**config.mk**
```make
export PLATFORM = sky130hd
export DESIGN_NAME = planar_pose_trapezoid_integrator
export DESIGN_NICKNAME = d
export VERILOG_FILES = /design/src/rtl/ptrap_pkg.sv /design/src/rtl/ptrap_sermul.sv /design/src/rtl/ptrap_cordic.sv /design/src/rtl/planar_pose_trapezoid_integrator.sv
export SDC_FILE = /design/constraint.sdc
export NUM_CORES = 2
export LEC_CHECK = 0
export BUFFER_PORTS_ARGS = -buffer_cell sky130_fd_sc_hd__buf_2
export CORE_MARGIN = 2
export CORE_UTILIZATION = 30
export CTS_CLUSTER_SIZE = 14
export DETAILED_ROUTE_END_ITERATION = 8
export PLACE_DENSITY = 0.52
export RECOVER_POWER = 100
export SYNTH_ARGS = -nofsm -noshare
export SYNTH_HDL_FRONTEND = slang
export SYNTH_SLANG_ARGS = --single-unit
```
**constraint.sdc**
```tcl
create_clock -name clk -period 16.62 [get_ports clk]
set_input_delay 2.493 -clock clk [delete_from_list [all_inputs] [get_ports clk]]
set_output_delay 2.493 -clock clk [all_outputs]
set_load 0.1 [all_outputs]
```
**src/rtl/ptrap_pkg.sv**
```systemverilog
// Shared types, constants and the arctangent table of the pose integrator.
`timescale 1ns / 1ps
package ptrap_pkg;

  localparam int CW  = 33;  // CORDIC vector width
  localparam int ZW  = 26;  // CORDIC residual angle width
  localparam logic signed [CW-1:0] GAIN_Q30 = 33'sd652032874;

  typedef enum logic [2:0] {
    ST_IDLE,
    ST_ROT,
    ST_VMUL,
    ST_SUM,
    ST_HMUL
  } ptrap_state_t;

  typedef struct packed {
    logic cor_start;
    logic vm_start;
    logic hm_start;
    logic update;
  } ptrap_ctrl_t;

  // Arctangent of 2^-i in units of 2^24 per turn.
  function automatic logic [21:0] arc_at(input logic [4:0] i);
    logic [21:0] r;
    case (i)
      5'd0:    r = 22'd2097152;
      5'd1:    r = 22'd1238021;
      5'd2:    r = 22'd654136;
      5'd3:    r = 22'd332050;
      5'd4:    r = 22'd166669;
      5'd5:    r = 22'd83416;
      5'd6:    r = 22'd41718;
      5'd7:    r = 22'd20860;
      5'd8:    r = 22'd10430;
      5'd9:    r = 22'd5215;
      5'd10:   r = 22'd2608;
      5'd11:   r = 22'd1304;
      5'd12:   r = 22'd652;
      5'd13:   r = 22'd326;
      5'd14:   r = 22'd163;
      5'd15:   r = 22'd81;
      5'd16:   r = 22'd41;
      5'd17:   r = 22'd20;
      5'd18:   r = 22'd10;
      5'd19:   r = 22'd5;
      5'd20:   r = 22'd3;
      5'd21:   r = 22'd1;
      5'd22:   r = 22'd1;
      default: r = 22'd0;
    endcase
    return r;
  endfunction

endpackage

```
**src/rtl/ptrap_sermul.sv**
```systemverilog
// Bit-serial shift-and-add multiplier, one multiplier bit per cycle.
`timescale 1ns / 1ps
module ptrap_sermul #(
  parameter int AW      = 33,
  parameter int BW      = 16,
  parameter bit BSIGNED = 1'b1
) (
  input  logic                    clk,
  input  logic                    rst,
  input  logic                    start,
  input  logic signed [AW-1:0]    a,
  input  logic        [BW-1:0]    b,
  output logic                    done,
  output logic signed [AW+BW-1:0] p
);
  localparam int PW  = AW + BW;
  localparam int CNW = (BW > 1) ? $clog2(BW) : 1;

  logic signed [PW-1:0] a_sh;
  logic        [BW-1:0] b_sh;
  logic        [CNW-1:0] cnt;
  logic                  run;
  logic                  last;

  assign last = (cnt == CNW'(BW - 1));

  always_ff @(posedge clk) begin
    if (rst) begin
      run  <= 1'b0;
      done <= 1'b0;
      cnt  <= '0;
    end else begin
      done <= 1'b0;
      if (start) begin
        run <= 1'b1;
        cnt <= '0;
      end else if (run) begin
        cnt <= cnt + 1'b1;
        if (last) begin
          run  <= 1'b0;
          done <= 1'b1;
        end
      end
    end
  end

  always_ff @(posedge clk) begin
    if (start) begin
      a_sh <= PW'(a);
      b_sh <= b;
      p    <= '0;
    end else if (run) begin
      // The sign bit of a two's complement multiplier weighs negative.
      if (b_sh[0]) begin
        if (BSIGNED && last) begin
          p <= p - a_sh;
        end else begin
          p <= p + a_sh;
        end
      end
      a_sh <= a_sh <<< 1;
      b_sh <= b_sh >> 1;
    end
  end
endmodule

```
**src/rtl/ptrap_cordic.sv**
```systemverilog
// Iterative rotation-mode CORDIC giving cosine and sine of a binary angle.
`timescale 1ns / 1ps
module ptrap_cordic #(
  parameter int STEPS = 16
) (
  input  logic                            clk,
  input  logic                            rst,
  input  logic                            start,
  input  logic [15:0]                     angle,
  output logic                            done,
  output logic signed [ptrap_pkg::CW-1:0] cos_out,
  output logic signed [ptrap_pkg::CW-1:0] sin_out
);
  import ptrap_pkg::*;

  localparam int IW = $clog2(STEPS);

  logic signed [CW-1:0] x, y;
  logic signed [ZW-1:0] z;
  logic [IW-1:0]        i;
  logic                 run;
  logic                 flip;
  logic [15:0]          folded;
  logic                 need_flip;
  logic signed [CW-1:0] x_sh, y_sh, x_new, y_new;
  logic signed [ZW-1:0] arc;

  // Angles in the back half-circle are turned by half a turn and the result negated.
  assign need_flip = (angle >= 16'd16384) && (angle < 16'd49152);
  assign folded    = need_flip ? angle + 16'd32768 : angle;

  assign x_sh = x >>> i;
  assign y_sh = y >>> i;
  assign arc  = ZW'(arc_at(5'(i)));
  assign x_new = (z >= 0) ? x - y_sh : x + y_sh;
  assign y_new = (z >= 0) ? y + x_sh : y - x_sh;

  always_ff @(posedge clk) begin
    if (rst) begin
      run  <= 1'b0;
      done <= 1'b0;
      i    <= '0;
    end else begin
      done <= 1'b0;
      if (start) begin
        run <= 1'b1;
        i   <= '0;
      end else if (run) begin
        i <= i + 1'b1;
        if (i == IW'(STEPS - 1)) begin
          run  <= 1'b0;
          done <= 1'b1;
        end
      end
    end
  end

  always_ff @(posedge clk) begin
    if (start) begin
      x    <= GAIN_Q30;
      y    <= '0;
      z    <= {{(ZW-24){folded[15]}}, folded, 8'd0};
      flip <= need_flip;
    end else if (run) begin
      x <= x_new;
      y <= y_new;
      z <= (z >= 0) ? z - arc : z + arc;
    end
  end

  assign cos_out = flip ? -x : x;
  assign sin_out = flip ? -y : y;
endmodule

```
**src/rtl/planar_pose_trapezoid_integrator.sv**
```systemverilog
// Top level of the planar pose dead-reckoning integrator.
`timescale 1ns / 1ps
// Keeps the pose of NUM_BODIES bodies and advances it by the trapezoidal rule. Each input
// word names a body; the block answers with one word carrying the pose held before the step
// (or as loaded), taken from the output register at once, while the update runs behind it.
// A load word is finished in the cycle it is accepted. An advance word keeps the input stalled
// while the update runs through the iterative CORDIC, the bit-serial speed multipliers, a
// summing state and the bit-serial time-step multipliers, in that order. A new word is taken
// only when the update is finished and the output register is free or being emptied.
module planar_pose_trapezoid_integrator #(
  parameter int NUM_BODIES   = 2,
  parameter int CORDIC_STEPS = 16
) (
  input  logic         clk,
  input  logic         rst,
  input  logic         cfg_valid,
  output logic         cfg_ready,
  input  logic [15:0]  cfg_data,   // time_step
  input  logic         s_axis_tvalid,
  output logic         s_axis_tready,
  // body[0], speed[16:1], turn_rate[40:17], load_x[72:41], load_y[104:73],
  // load_heading[120:105], zero fill up to 127
  input  logic [127:0] s_axis_tdata,
  input  logic         s_axis_tuser,  // mode
  output logic         m_axis_tvalid,
  input  logic         m_axis_tready,
  // out_body[0], pos_x[32:1], pos_y[64:33], heading[80:65], zero fill up to 87
  output logic [87:0]  m_axis_tdata
);
  import ptrap_pkg::*;

  localparam int IDX_W = (NUM_BODIES > 1) ? $clog2(NUM_BODIES) : 1;

  logic [15:0] time_step;
  logic signed [31:0] x_mem [NUM_BODIES];
  logic signed [31:0] y_mem [NUM_BODIES];
  logic        [15:0] h_mem [NUM_BODIES];
  logic signed [31:0] pvx_mem [NUM_BODIES];
  logic signed [31:0] pvy_mem [NUM_BODIES];
  logic signed [23:0] pt_mem [NUM_BODIES];

  ptrap_state_t state, state_next;
  ptrap_ctrl_t  ctrl;

  logic               in_acc, body_ok, is_load;
  logic               in_body;
  logic signed [15:0] in_speed;
  logic signed [23:0] in_turn;
  logic signed [31:0] in_lx, in_ly;
  logic [15:0]        in_lh;
  logic [IDX_W-1:0]   in_idx;

  logic [IDX_W-1:0]   idx;
  logic signed [15:0] speed;
  logic signed [23:0] turn;
  logic signed [31:0] vx, vy;

  logic                 cor_done;
  logic signed [CW-1:0] cor_c, cor_s;
  logic                 vmx_done, vmy_done, hmx_done, hmy_done, hmt_done;
  logic signed [CW+15:0] vpx, vpy;
  logic signed [48:0]    hpx, hpy, vrx, vry, tx, ty;
  logic signed [40:0]    hpt, tt;
  logic signed [32:0]    sum_x, sum_y;
  logic signed [24:0]    sum_t;
  logic signed [33:0]    nx, ny;
  logic signed [31:0]    sat_x, sat_y;

  assign in_body  = s_axis_tdata[0];
  assign in_speed = s_axis_tdata[16:1];
  assign in_turn  = s_axis_tdata[40:17];
  assign in_lx    = s_axis_tdata[72:41];
  assign in_ly    = s_axis_tdata[104:73];
  assign in_lh    = s_axis_tdata[120:105];
  assign in_idx   = IDX_W'(in_body);
  assign is_load  = s_axis_tuser;
  assign body_ok  = (int'(in_body) < NUM_BODIES);

  assign cfg_ready     = 1'b1;
  assign s_axis_tready = (state == ST_IDLE) && (!m_axis_tvalid || m_axis_tready);
  assign in_acc        = s_axis_tvalid && s_axis_tready;

  always_ff @(posedge clk) begin
    if (rst) begin
      time_step <= 16'd655;
    end else if (cfg_valid && cfg_ready) begin
      time_step <= cfg_data;
    end
  end

  // Next state.
  always_comb begin
    state_next = state;
    case (state)
      ST_IDLE: if (in_acc && body_ok && !is_load) state_next = ST_ROT;
      ST_ROT:  if (cor_done) state_next = ST_VMUL;
      ST_VMUL: if (vmx_done) state_next = ST_SUM;
      ST_SUM:  state_next = ST_HMUL;
      ST_HMUL: if (hmx_done) state_next = ST_IDLE;
      default: state_next = ST_IDLE;
    endcase
  end

  // Control strobes.
  always_comb begin
    ctrl = '0;
    case (state)
      ST_IDLE: ctrl.cor_start = in_acc && body_ok && !is_load;
      ST_ROT:  ctrl.vm_start  = cor_done;
      ST_SUM:  ctrl.hm_start  = 1'b1;
      ST_HMUL: ctrl.update    = hmx_done;
      default: ctrl = '0;
    endcase
  end

  always_ff @(posedge clk) begin
    if (rst) begin
      state <= ST_IDLE;
    end else begin
      state <= state_next;
    end
  end

  always_ff @(posedge clk) begin
    if (in_acc) begin
      idx   <= in_idx;
      speed <= in_speed;
      turn  <= in_turn;
    end
    if (vmx_done) begin
      vx <= vrx[48:17];
      vy <= vry[48:17];
    end
  end

  ptrap_cordic #(.STEPS(CORDIC_STEPS)) u_cordic (
    .clk(clk), .rst(rst), .start(ctrl.cor_start), .angle(h_mem[in_idx]),
    .done(cor_done), .cos_out(cor_c), .sin_out(cor_s)
  );

  ptrap_sermul #(.AW(CW), .BW(16), .BSIGNED(1'b1)) u_vmx (
    .clk(clk), .rst(rst), .start(ctrl.vm_start), .a(cor_c), .b(speed),
    .done(vmx_done), .p(vpx)
  );
  ptrap_sermul #(.AW(CW), .BW(16), .BSIGNED(1'b1)) u_vmy (
    .clk(clk), .rst(rst), .start(ctrl.vm_start), .a(cor_s), .b(speed),
    .done(vmy_done), .p(vpy)
  );

  // Round the Q.30 by Q8.8 product to Q16.16; the top bits are sign copies.
  assign vrx = (vpx + 49'sd2097152) >>> 5;
  assign vry = (vpy + 49'sd2097152) >>> 5;

  assign sum_x = 33'(vx) + 33'(pvx_mem[idx]);
  assign sum_y = 33'(vy) + 33'(pvy_mem[idx]);
  assign sum_t = 25'(turn) + 25'(pt_mem[idx]);

  ptrap_sermul #(.AW(33), .BW(16), .BSIGNED(1'b0)) u_hmx (
    .clk(clk), .rst(rst), .start(ctrl.hm_start), .a(sum_x), .b(time_step),
    .done(hmx_done), .p(hpx)
  );
  ptrap_sermul #(.AW(33), .BW(16), .BSIGNED(1'b0)) u_hmy (
    .clk(clk), .rst(rst), .start(ctrl.hm_start), .a(sum_y), .b(time_step),
    .done(hmy_done), .p(hpy)
  );
  ptrap_sermul #(.AW(25), .BW(16), .BSIGNED(1'b0)) u_hmt (
    .clk(clk), .rst(rst), .start(ctrl.hm_start), .a(sum_t), .b(time_step),
    .done(hmt_done), .p(hpt)
  );

  // Halve and scale by h with rounding, then add; the position saturates, the heading wraps.
  assign tx = hpx + 49'sd65536;
  assign ty = hpy + 49'sd65536;
  assign tt = hpt + 41'sd65536;
  assign nx = 34'(x_mem[idx]) + 34'($signed(tx[48:17]));
  assign ny = 34'(y_mem[idx]) + 34'($signed(ty[48:17]));
  assign sat_x = (nx[33:31] == 3'b000 || nx[33:31] == 3'b111) ? nx[31:0] :
                 (nx[33] ? 32'sh8000_0000 : 32'sh7fff_ffff);
  assign sat_y = (ny[33:31] == 3'b000 || ny[33:31] == 3'b111) ? ny[31:0] :
                 (ny[33] ? 32'sh8000_0000 : 32'sh7fff_ffff);

  always_ff @(posedge clk) begin
    if (rst) begin
      for (int k = 0; k < NUM_BODIES; k++) begin
        x_mem[k]   <= '0;
        y_mem[k]   <= '0;
        h_mem[k]   <= '0;
        pvx_mem[k] <= '0;
        pvy_mem[k] <= '0;
        pt_mem[k]  <= '0;
      end
    end else if (in_acc && body_ok && is_load) begin
      x_mem[in_idx]   <= in_lx;
      y_mem[in_idx]   <= in_ly;
      h_mem[in_idx]   <= in_lh;
      pvx_mem[in_idx] <= '0;
      pvy_mem[in_idx] <= '0;
      pt_mem[in_idx]  <= '0;
    end else if (ctrl.update) begin
      x_mem[idx]   <= sat_x;
      y_mem[idx]   <= sat_y;
      h_mem[idx]   <= h_mem[idx] + tt[32:17];
      pvx_mem[idx] <= vx;
      pvy_mem[idx] <= vy;
      pt_mem[idx]  <= turn;
    end
  end

  // Output register; the reported pose is the one held before the step, or the loaded one.
  always_ff @(posedge clk) begin
    if (rst) begin
      m_axis_tvalid <= 1'b0;
    end else if (in_acc) begin
      m_axis_tvalid <= 1'b1;
    end else if (m_axis_tready) begin
      m_axis_tvalid <= 1'b0;
    end
  end

  always_ff @(posedge clk) begin
    if (in_acc) begin
      m_axis_tdata[87:81] <= '0;
      m_axis_tdata[0]     <= in_body;
      if (!body_ok) begin
        m_axis_tdata[80:1] <= '0;
      end else if (is_load) begin
        m_axis_tdata[80:1] <= {in_lh, in_ly, in_lx};
      end else begin
        m_axis_tdata[80:1] <= {h_mem[in_idx], y_mem[in_idx], x_mem[in_idx]};
      end
    end
  end

  ast_ready_idle: assert property (@(posedge clk) disable iff (rst)
    s_axis_tready |-> state == ST_IDLE) else $error("input taken while busy");
  ast_adv_starts: assert property (@(posedge clk) disable iff (rst)
    (in_acc && body_ok && !is_load) |=> state == ST_ROT)
    else $error("advance word did not start the CORDIC");
  ast_cor_done: assert property (@(posedge clk) disable iff (rst)
    cor_done |-> state == ST_ROT) else $error("CORDIC finished out of turn");
  ast_mul_lockstep: assert property (@(posedge clk) disable iff (rst)
    (vmx_done == vmy_done) && (hmx_done == hmy_done) && (hmx_done == hmt_done))
    else $error("serial multipliers out of step");
endmodule

```
==> summary.md <==
| Metric | Value |
|---|---|
| Status | `complete, but fails checks` |
| Failing checks | `max-capacitance violations, max-slew violations` |
| Reg-to-Reg End | `x_mem[1][5]$_SDFFCE_PN0P_` |
| Area leader, netlist | `edfxtp_1` |
| Unique cell type count in the Yosys netlist | `107` |
| Worst path buffer plus inverter count | `5` |
| Worst path max stage delay | `2.68 ns` |
| Core box area | `272900 um^2` |
| Post-synth top area share | `29.95%` |
| Peak VDD IR | `0.00007338 V` |
| Element type at the critical path end | `flip-flop` |
| Number of global-route vias before repair | `63730` |
| Hold wc startpoint | `u_hmy.p[10]$_SDFFE_PP0P_` |
| DRC viols | `0` |
| Die area | `277900 um^2` |
| Final HPWL DP | `162.2 mm` |
| Count leader, synth | `nand2_1` |
| CTS resizes | `0` |
| Final Wtd Congestion | `0.8773` |
| Rel. slew slack | `-397.0%` |
| Drt total wl | `226.7 mm` |
| CTS root buffer | `clkbuf_16` |
| Layout cell share with drive strength beyond 1 | `7.698%` |
| Final nets | `9628` |
| Startpoint types | `primary input` |
| Max_cap viols | `40` |
| Die height | `527.2 um` |
| Final setup vio count | `0` |
| Synth top cells by count | `nand2_1, edfxtp_1, a21oi_1` |
| Hold_buf cts | `0` |
| Critical path arrival | `12.17 ns` |
| Final period util | `70.60%` |
| Largest net degree at the start of global routing | `155` |
| Inst Count DP | `12410` |
| PortBufs | `225` |
| Synth Instances | `9009` |
| Worst Tran Pin Value | `7.454 ns` |
| Seq cells post-synth | `1198` |
| Layout Cells excl Fill | `12670` |
| Period minus WS final | `11.73 ns` |
| Fin Setup TNS | `0 ns` |
| Leak Pwr | `37.01 nW` |
| Via count | `65870` |
| Clk_skew | `0.08030 ns` |
| Iter 0 DRT Violations | `4400` |
| Reg-to-reg slack, setup | `5.23 ns` |
| CP max FO | `60` |
| TritonCTS clock tree | `yes` |
| Most used cell, CP | `clkbuf_1` |
| Seq/Total Area, Yosys | `39.19%` |
| H-tree level count | `4` |
| Total Routing Usage GR | `15.71%` |
| Worst path depth | `11` |
| Io pins | `241` |
| Area contributors post-synth | `edfxtp_1, dfxtp_1, ha_1` |
| First-pass DRT Iterations | `5` |
| Setup repair after global routing missed its margin | `false` |
| Final-report hold violation count | `0` |
| Synthesized area | `82110 um^2` |
| TritonCTS Sinks | `1198` |
| Syn. warnings | `0` |
| Req. time, crit path | `17.06 ns` |
| Final ANT Viol Nets | `0` |
| Async S/R FF share, synth | `0%` |
| Top FF cell, synth | `edfxtp_1` |
| Setup Buffers After CTS | `0` |
| CTS Buffer Depth | `4` |
| Peak Freq | `85.23 MHz` |
| Grt ovf | `0` |
| Num CTS Buffers | `150` |
| R2R cell count | `15` |
| Crit path max-delay family | `buffers and inverters` |
| Area Growth Syn to Fin | `10.67%` |
| Die width | `527.2 um` |
| Crit path kind | `primary input to flip-flop` |
| Critical path's slowest cell | `clkbuf_1` |
| Clk slew on worst S/H paths | `0.06 ns` |
| Hold Path Class | `flip-flop to flip-flop` |
| EDFF count, synth | `819` |
| Final Max Tran Viols | `2203` |
| Initial core utilization | `30.09%` |
| Clock Latency Late Sink | `0.83 ns` |
| First-pass GRT wire length | `356.4 mm` |
| CP Cell Sequence | `buf_2, nor2b_1, nor4_1, nand2_1, clkinvlp_2, a32oi_1, or3_2, clkbuf_1, nand2b_4, clkbuf_1, buf_4` |
| Hold Path End | `u_hmy.p[10]$_SDFFE_PP0P_` |
| Rows | `192` |
| PwrDens | `117.1 nW/um^2` |
| Post-DR wirelength/cell | `17.89 um` |
| Hold path depth | `2` |
| Avg Cell Area, Syn | `9.115 um^2` |
| Vias/cell | `5.199` |
| Initial antenna violation count | `21` |
==> how the worst max path moves through the flow <==
stage / from / to / slack (ns)
final: m_axis_tready / y_mem[1][10]$_SDFFCE_PN0P_ / 4.89
after detailed placement: m_axis_tready / y_mem[1][9]$_SDFFCE_PN0P_ / 8.92
after CTS: u_cordic.i[1]$_SDFFE_PP0P_ / u_cordic.x[29]$_SDFFE_PP1P_ / 9.24
after floorplan: m_axis_tready / h_mem[1][0]$_SDFFCE_PN0P_ / 3.31
after global placement: m_axis_tready / x_mem[1][16]$_SDFFCE_PN0P_ / 8.99
after global routing: m_axis_tready / y_mem[1][3]$_SDFFCE_PN0P_ / 4.42
==> registers in the layout, indices dropped and copies added, names as in the netlist, 48 cells and up, named ones only <==
name / cells
pvx_mem: 54
x_mem: 64
u_hmx.p: 49
m_axis_tdata: 81
u_vmy.a_sh: 49
pt_mem: 48
u_vmy.p: 49
u_hmx.a_sh: 49
u_vmx.a_sh: 49
u_hmy.p: 49
pvy_mem: 54
u_hmy.a_sh: 49
y_mem: 64
u_vmx.p: 49
==> report_power, final <==
group	internal, mW	switching, mW	total, mW	leakage [nW]
logic	1.52	2.10	3.62	23.7
clock network	1.95	1.33	3.27	2.35
registers	3.39	0.358	3.75	11.0
total	6.86	3.78	10.6	37.0
==> kinds of logic (layout without fill, tap and decap cells) <==
| logic type | after synthesis | count (layout) | synth area share (%) |
|---|---|---|---|
| other cells | 2 | 9 | 0.009146 |
| simple gates | 3144 | 3144 | 17.70 |
| buf+inv | 688 | 753 | 3.320 |
| xor+xnor | 751 | 751 | 8.010 |
| flops | 1198 | 1198 | 39.19 |
| mux | 475 | 475 | 7.072 |
| compound gates | 2231 | 2231 | 16.68 |
| fa+ha+maj | 520 | 520 | 8.018 |
==> tightest hold or removal path, stage by stage (launching register included) <==
cell and delay, ns:
dfxtp_1 0.31, nand2_1 0.05, a21oi_1 0.05
==> per-stage QoR <==
step,hold slack [ns],setup slack (ns),total power [mW],utilization [%],cell area [um^2]
3_5_place_dp,0.4477,8.924,7.372,31.68,86460
6_report,0.4566,4.887,10.64,33.30,90880
3_3_place_gp,0.4434,8.986,7.317,31.68,86460
2_1_floorplan,0.4362,3.312,6.515,-,82140
5_1_grt,0.4687,4.424,11.26,33.30,90880
4_1_cts,0.4563,9.244,10.71,33.45,91280
==> cells in the final DEF, fill, tap and decap left out, drive strengths merged, types with 74 or more instances in the layout <==
cell type  Yosys  final
a21oi        711    711
o21ai        628    628
dfxtp        379    379
nand2       1306   1306
a21o         229    229
clkbuf       405    316
nand3        189    189
mux2         182    182
a211oi       100    100
inv          192    197
nand4         83     83
nor2b         74     74
buf           89    173
xor2         351    351
ha           495    495
nand2b       118    118
and3         245    245
edfxtp       819    819
xnor2        400    400
mux2i        228    228
nor2         658    658
nor3         200    200
==> cell type report <==
| cell class | count | area (um^2) |
|---|---|---|
| inverter | 194 | 729.5 |
| antenna | 1 | 2.502 |
| sequential | 1198 | 32190 |
| timing repair buffer | 296 | 1423 |
| fill | 28100 | 182000 |
| clock inverter | 70 | 709.4 |
| tap | 3589 | 4491 |
| multi-input combinational | 7129 | 47220 |
| clock buffer | 193 | 4111 |
==> per-layer routing <==
layer  wire [um]  up-vias  GRT usage (%)  share of wire (%)
met5          13        -              0             0.0057
met4        5413        2          3.688                2.4
met3       11020      326          2.004                4.9
met2      102700     1543          25.93                 45
met1      107600    31360          21.71                 47
li1            -    32650              -                  -
(Power assumes the default switching activity.)
